<file path="config.mk">
export PLATFORM = sky130hd
export DESIGN_NAME = ddwpm_wheel
export DESIGN_NICKNAME = d
export VERILOG_FILES = /design/src/rtl/core/ddwpm_pkg.sv /design/src/rtl/core/ddwpm_wheel.sv
export SDC_FILE = /design/constraint.sdc
export NUM_CORES = 2
export LEC_CHECK = 0
export BUFFER_PORTS_ARGS = -buffer_cell sky130_fd_sc_hd__buf_4
export CAP_MARGIN = 40
export CORE_MARGIN = 1
export CORE_UTILIZATION = 40
export DETAILED_ROUTE_END_ITERATION = 8
export PLACE_DENSITY_LB_ADDON = 0.15
export SLEW_MARGIN = 20
export SYNTH_ARGS = -nofsm -noshare
export SYNTH_HDL_FRONTEND = slang
export SYNTH_SLANG_ARGS = --single-unit
</file>
<file path="constraint.sdc">
create_clock -name clk_i -period 9.6 [get_ports clk_i]
set_clock_uncertainty 0.15 [all_clocks]
set_input_delay 0.48 -clock clk_i [delete_from_list [all_inputs] [get_ports clk_i]]
set_output_delay 0.48 -clock clk_i [all_outputs]
set_load 0.005 [all_outputs]
</file>
<file path="src/rtl/core/ddwpm_pkg.sv">
package ddwpm_pkg;

  localparam int unsigned StageCnt  = 10;
  localparam int unsigned LastStage = StageCnt - 1;

  localparam int unsigned PulseW   = 12;
  localparam int unsigned LimitW   = 16;
  localparam int unsigned SpeedInW = 16;
  localparam int unsigned MaskW    = 2;
  localparam int unsigned CfgIdxW  = 3;
  localparam int unsigned CfgDataW = 16;

  // Wheel speed in units of 1/819200 rad/s.
  localparam int unsigned WheelW = 29;
  localparam int unsigned TermW  = 28;

  localparam int unsigned VCoef         = 2500;
  localparam int unsigned WCoef         = 2159;
  localparam int unsigned DeadbandUnits = 163840;
  localparam int unsigned LimitScale    = 800;
  localparam int unsigned KickUs        = 120;
  localparam int unsigned GainDenom     = 26050560;
  localparam int unsigned GainHalf      = GainDenom / 2;

  // The denominator is 2^15 * 795; the odd part is divided by reciprocal.
  localparam int unsigned DenomShift = 15;
  localparam int unsigned DenomOdd   = 795;
  localparam int unsigned RecipShift = 34;
  localparam int unsigned Recip      = 21609898;

  localparam logic [PulseW-1:0] NeutralRst  = 12'd1480;
  localparam logic [PulseW-1:0] FwdTopRst   = 12'd1950;
  localparam logic [PulseW-1:0] RevTopRst   = 12'd1050;
  localparam logic [PulseW-1:0] FloorRst    = 12'd1000;
  localparam logic [PulseW-1:0] CeilingRst  = 12'd2000;
  localparam logic [LimitW-1:0] LimitRst    = 16'd32973;
  localparam logic [MaskW-1:0]  InvertRst   = 2'd1;

  typedef enum logic [CfgIdxW-1:0] {
    RegNeutral = 3'd0,
    RegFwdTop  = 3'd1,
    RegRevTop  = 3'd2,
    RegFloor   = 3'd3,
    RegCeiling = 3'd4,
    RegLimit   = 3'd5,
    RegInvert  = 3'd6
  } cfg_reg_e;

  typedef struct packed {
    logic [PulseW-1:0] neutral;
    logic [PulseW-1:0] fwd_top;
    logic [PulseW-1:0] rev_top;
    logic [PulseW-1:0] pulse_floor;
    logic [PulseW-1:0] pulse_ceiling;
    logic [LimitW-1:0] limit;
  } wheel_cfg_t;

  typedef logic [StageCnt-1:0] stage_en_t;

endpackage

</file>
<file path="src/rtl/core/ddwpm_wheel.sv">
module ddwpm_wheel import ddwpm_pkg::*; (
  input  logic                     clk_i,
  input  stage_en_t                en_i,
  input  wheel_cfg_t               cfg_i,
  input  logic signed [WheelW-1:0] speed_i,
  output logic [PulseW-1:0]        pulse_o
);

  localparam int unsigned MagW  = WheelW - 1;
  localparam int unsigned CapW  = 26;
  localparam int unsigned DmW   = CapW + 1;
  localparam int unsigned SpanW = 14;
  localparam int unsigned ProdW = SpanW + DmW;
  localparam int unsigned NeutW = 37;
  localparam int unsigned NumW  = 42;
  localparam int unsigned XW    = 25;
  localparam int unsigned PW    = 50;
  localparam int unsigned QeW   = PW - RecipShift;
  localparam int unsigned QW    = QeW + 1;
  localparam int unsigned RemW  = 11;
  localparam int unsigned RW    = QW + 1;

  localparam logic signed [WheelW-1:0] DbSpeed  = WheelW'(DeadbandUnits);
  localparam logic signed [DmW-1:0]    DbDm     = DmW'(DeadbandUnits);
  localparam logic signed [SpanW-1:0]  KickSpan = SpanW'(KickUs);
  localparam logic signed [NumW-1:0]   KickTerm = NumW'(KickUs) * NumW'(GainDenom);
  localparam logic [NumW-1:0]          HalfNum  = NumW'(GainHalf);

  // Stage 2: deadband test, direction and magnitude.
  logic            db2_q, fwd2_q;
  logic [MagW-1:0] mag2_q;

  always_ff @(posedge clk_i) begin
    if (en_i[2]) begin
      db2_q  <= (speed_i > -DbSpeed) && (speed_i < DbSpeed);
      fwd2_q <= !speed_i[WheelW-1] && (speed_i != '0);
      mag2_q <= speed_i[WheelW-1] ? MagW'(-speed_i) : MagW'(speed_i);
    end
  end

  // Stage 3: speed cap and span from neutral.
  logic [CapW-1:0]         cap_w, capm_w;
  logic signed [SpanW-1:0] span_d;
  logic                    db3_q, fwd3_q;
  logic signed [DmW-1:0]   dm3_q;
  logic signed [SpanW-1:0] span3_q;

  always_comb begin
    cap_w  = CapW'(cfg_i.limit) * CapW'(LimitScale);
    capm_w = (mag2_q > {2'b00, cap_w}) ? cap_w : CapW'(mag2_q);
    if (fwd2_q) begin
      span_d = $signed({2'b00, cfg_i.fwd_top}) - $signed({2'b00, cfg_i.neutral}) - KickSpan;
    end else begin
      span_d = $signed({2'b00, cfg_i.neutral}) - $signed({2'b00, cfg_i.rev_top}) - KickSpan;
    end
  end

  always_ff @(posedge clk_i) begin
    if (en_i[3]) begin
      db3_q   <= db2_q;
      fwd3_q  <= fwd2_q;
      dm3_q   <= $signed({1'b0, capm_w}) - DbDm;
      span3_q <= span_d;
    end
  end

  // Stage 4: gain product and scaled neutral.
  logic                    db4_q, fwd4_q;
  logic signed [ProdW-1:0] prod4_q;
  logic [NeutW-1:0]        neut4_q;

  always_ff @(posedge clk_i) begin
    if (en_i[4]) begin
      db4_q   <= db3_q;
      fwd4_q  <= fwd3_q;
      prod4_q <= ProdW'(span3_q) * ProdW'(dm3_q);
      neut4_q <= NeutW'(cfg_i.neutral) * NeutW'(GainDenom);
    end
  end

  // Stage 5: numerator of the pulse over the gain denominator.
  logic signed [NumW-1:0] term_w;
  logic                   db5_q;
  logic signed [NumW-1:0] num5_q;

  assign term_w = KickTerm + NumW'(prod4_q);

  always_ff @(posedge clk_i) begin
    if (en_i[5]) begin
      db5_q  <= db4_q;
      num5_q <= $signed({5'b00000, neut4_q}) + (fwd4_q ? term_w : -term_w);
    end
  end

  // Stage 6: magnitude plus half, power of two part of the division.
  logic [NumW-1:0] abs_w, sum_w;
  logic            db6_q, neg6_q;
  logic [XW-1:0]   x6_q;

  always_comb begin
    abs_w = num5_q[NumW-1] ? NumW'(-num5_q) : NumW'(num5_q);
    sum_w = abs_w + HalfNum;
  end

  always_ff @(posedge clk_i) begin
    if (en_i[6]) begin
      db6_q  <= db5_q;
      neg6_q <= num5_q[NumW-1];
      x6_q   <= XW'(sum_w >> DenomShift);
    end
  end

  // Stage 7: reciprocal product for the odd part of the division.
  logic          db7_q, neg7_q;
  logic [XW-1:0] x7_q;
  logic [PW-1:0] p7_q;

  always_ff @(posedge clk_i) begin
    if (en_i[7]) begin
      db7_q  <= db6_q;
      neg7_q <= neg6_q;
      x7_q   <= x6_q;
      p7_q   <= PW'(x6_q) * PW'(Recip);
    end
  end

  // Stage 8: quotient estimate and remainder.
  logic [QeW-1:0]  qe_w;
  logic [XW-1:0]   qm_w;
  logic            db8_q, neg8_q;
  logic [QeW-1:0]  qe8_q;
  logic [RemW-1:0] rem8_q;

  always_comb begin
    qe_w = p7_q[PW-1 -: QeW];
    qm_w = XW'(qe_w) * XW'(DenomOdd);
  end

  always_ff @(posedge clk_i) begin
    if (en_i[8]) begin
      db8_q  <= db7_q;
      neg8_q <= neg7_q;
      qe8_q  <= qe_w;
      rem8_q <= RemW'(x7_q - qm_w);
    end
  end

  // Stage 9: quotient correction, sign, deadband select and clamp.
  logic [QW-1:0]        q_w;
  logic signed [RW-1:0] r_w, sel_w, clamp_w;
  logic [PulseW-1:0]    pulse9_q;

  always_comb begin
    q_w = (rem8_q >= RemW'(DenomOdd)) ? QW'(qe8_q) + QW'(1) : QW'(qe8_q);
    r_w = neg8_q ? -$signed({1'b0, q_w}) : $signed({1'b0, q_w});
    sel_w = db8_q ? $signed(RW'(cfg_i.neutral)) : r_w;
    clamp_w = sel_w;
    if (clamp_w < $signed(RW'(cfg_i.pulse_floor))) begin
      clamp_w = $signed(RW'(cfg_i.pulse_floor));
    end
    if (clamp_w > $signed(RW'(cfg_i.pulse_ceiling))) begin
      clamp_w = $signed(RW'(cfg_i.pulse_ceiling));
    end
  end

  always_ff @(posedge clk_i) begin
    if (en_i[9]) begin
      pulse9_q <= PulseW'(clamp_w);
    end
  end

  assign pulse_o = pulse9_q;

endmodule

</file>
==> key figures <==
Outcome
  – Status: completed

Floorplanning
  – Initial Util: 40.49%
  – Number of I/O pins: between 100 and 150
  – Core area: 111000 um2
  – Row Count: ~120
  – Die Ht: 337.2 um
  – Die Area: 113700 um2
  – Die width: 337.2 um

Yosys
  – Yosys warns: 0
  – Synth Area in Simple Gates: 10.80%
  – Synth Flop Type: edfxtp_1
  – EDFF count, synth: 277
  – Syn Area/Cell: 10.24 um2
  – Syn Inst Count: 4390
  – Compound-cell area share of the yosys netlist: about 8.3%
  – Yosys reg bits: roughly 280
  – Sequential share of the synthesized area: about 19%
  – Share of flip-flops with an asynchronous set or reset: 0%
  – Largest family of logic cells by synthesized area: adder cells
  – Fraction of the mapped netlist area in adder cells: 47.12%
  – Synthesized area: 44930 um2
  – Synth cell types: 92
  – Syn_nets: 5793
  – XOR/XNOR Fraction of Synth Area: 6.176%
  – Post-synthesis mux area share: 1.234%

Global routing
  – Grt ovf: 0
  – Initial antenna violation count: 0
  – First-pass GRT wire length: approximately 170000 um
  – Vias in the first global route: 31970
  – Total GRT Usage: 19.50%
  – Largest net degree at the start of global routing: 66

Detailed routing
  – # DRC: 0
  – Routed Antenna Nets: 0
  – Initial DRC count: 1230
  – Wire per inst: ~18 um
  – Via density: 5.028
  – Drt pass-1 iters: 5
  – Via count: 30160
  – Final WL: 106600 um

STA
  – Rel. slew slack: 41.85%
  – Final TNS setup: 0 ns
  – Worst-margin pin slew: a little under 0.9 ns
  – Tmin final: just over 8 ns
  – Final Max Tran Viols: 0
  – RSZ-0062 raised after global routing: no
  – Final setup fails: 0
  – Crit share post-route: 83.77%
  – Final Hold Fails: 0
  – Max frequency: roughly 0.12 GHz
  – Setup ws final: 1.558 ns

CTS
  – CTS Root Cell: clkbuf_16
  – CTS resizes: 0
  – CTS max path bufs: 3
  – Clk Latency, worst-skew pair: 0.59 ns
  – Post-CTS setup buffers: 0
  – TritonCTS Sinks: 277
  – Worst-path clk slew: 0.05 ns
  – Num CTS Buffers: 38
  – TritonCTS clock tree: built
  – Htree depth: 2
  – CTS hold repair buffers: 2

Placed design
  – Detail Placement HPWL: 89790 um
  – Routability cong.: 0.8787
  – IO Port Bufs: around 130
  – Dpl ws: 1.579 ns

Flow run
  – Max Cap Violations: 0

Worst setup path
  – CP Launch Type: register
  – Worst path arrival time: 8.22 ns
  – Worst Path Required: 9.78 ns
  – Crit-path max FO: 17
  – Slowest-stage cell, CP: o41a_1
  – Setup crit end kind: register
  – Setup CP Type: reg -> reg
  – CP max stage delay: 0.74 ns

Layout
  – Multi-input gate area: between 30000 and 40000 um2
  – Reg area: 8318 um2
  – Filler cell count: 10710
  – Proportion of layout cells with a drive suffix above 1: 6.274%
  – Final net count: 5889
  – Area Overhead vs Synth: 8.821%
  – Antenna Cells: 0

Worst hold path
  – Type of the most critical hold path: in -> reg
-- metal layers --
| layer | global-route usage, % | up-vias | share of wire [%] |
|---|---|---|---|
| met3 | 2.048 | 102 | 2.9 |
| met5 | 0 | - | 0 |
| met4 | 3.985 | 0 | 2.0 |
| met1 | 24.67 | 14990 | 44 |
| met2 | 35.69 | 430 | 51 |
| li1 | - | 14640 | - |
-- state kept, by name, summed over array words and instances (netlist names), 12 cells and up --
register	count
dm3_q	27
mag2_q	28
neut4_q	22
num5_q	41
p7_q	16
prod4_q	41
pulse_o	12
qe8_q	16
span3_q	14
x6_q	25
-- stage by stage --
step	hold slack (ns)	util (%)	std cells	cell area, um2
floorplan	0.2503	-	4390	44930
global placement	0.2556	42.84	5924	47540
detailed placement	0.2579	42.89	5929	47600
CTS	0.002832	44.01	5996	48840
global route	0.01635	44.06	5999	48900
finish	0.03620	44.06	5999	48900
-- kinds of logic (layout without fill, tap and decap cells) --
kind of cell             Yosys count  count (layout)
buffers and inverters            933            1054
XOR/XNOR                         316             316
multiplexers                      48              48
flip-flops                       277             277
AND/OR/NAND/NOR                  949             949
adder cells (fa/ha/maj)         1288            1288
AO/OA/AOI/OAI                    579             579
-- layout by cell type, fill, tap and decap left out, drive strengths merged, types with 46 or more instances in the layout --
master,n
nand2,321
nor2,118
xnor2,215
nand3,46
fa,674
and2,167
ha,613
xor2,101
a21o,61
buf,164
inv,826
o21ai,122
edfxtp,277
a21oi,179
-- final cells by class --
cell class                 instances  area share (%)
clock buffer                      45           2.042
clock inverter                    20          0.4503
inverter                         823           6.318
multi-input combinational       3180           67.69
sequential                       277           17.01
tap                             1488           3.807
timing repair buffer             166           2.687
-- path summary, 6_finish.rpt --
kind | depth (start not counted) | slack, ns | from | end
worst max-delay path | 32 | 1.56 | rem8_q[1] | pulse_o[1]
worst min-delay path | 1 | 0.04 | en_i[4] | prod4_q[1]
worst max register to register | 32 | 1.56 | rem8_q[1] | pulse_o[1]
worst min register to register | 0 | 0.26 | p7_q[46] | qe8_q[12]
-- synth_stat cells (5+ instances only) --
cell type  number  share of area (%)
nor3_1         44               0.49
a311oi_1        5              0.097
and3_1         23               0.32
a211o_1         8               0.16
a21boi_0        9               0.15
o21ai_0       118                1.3
a31oi_1        23               0.32
xor2_1        100                1.9
o31ai_1        20               0.33
nor2_1        118               0.99
a21oi_1       178                2.0
or2_2          13               0.18
buf_1           7              0.058
and2_1        167                2.3
or3_1          26               0.36
nor2b_1        38               0.53
ha_1          613                 17
a21o_1         60                1.0
nand3b_1        5              0.084
clkbuf_1       96               0.80
o31a_1          5              0.097
o21bai_1       22               0.37
o41ai_1        10               0.19
nand4_1        41               0.57
a211oi_1       15               0.25
nor3b_1         5              0.084
mux2_4         10               0.33
nor4_1         25               0.35
fa_1          674                 30
mux2_2         19               0.48
nand2b_1       39               0.54
o21a_1         24               0.40
o211ai_1       14               0.23
mux2i_1        19               0.42
nand2_1       321                2.7
inv_1         822                6.9
xnor2_1       215                4.2
nand3_1        46               0.51
a22oi_1         6               0.10
and4_1          9               0.18
or4_1           9               0.15
edfxtp_1      277                 19
-- critical path, delay by kind of cell, from the launching register on --
| kind | cells | cell delay [ns] |
|---|---|---|
| AO/OA/AOI/OAI | 22 | 4.57 |
| XOR/XNOR | 1 | 0.25 |
| adder cells (fa/ha/maj) | 3 | 1.20 |
| flip-flops | 1 | 0.36 |
| multiplexers | 2 | 0.83 |
| AND/OR/NAND/NOR | 4 | 0.42 |
Power is left out: the tool's default activity adds up to more than one toggle a clock period on the data nets, which glitch-free logic cannot reach.
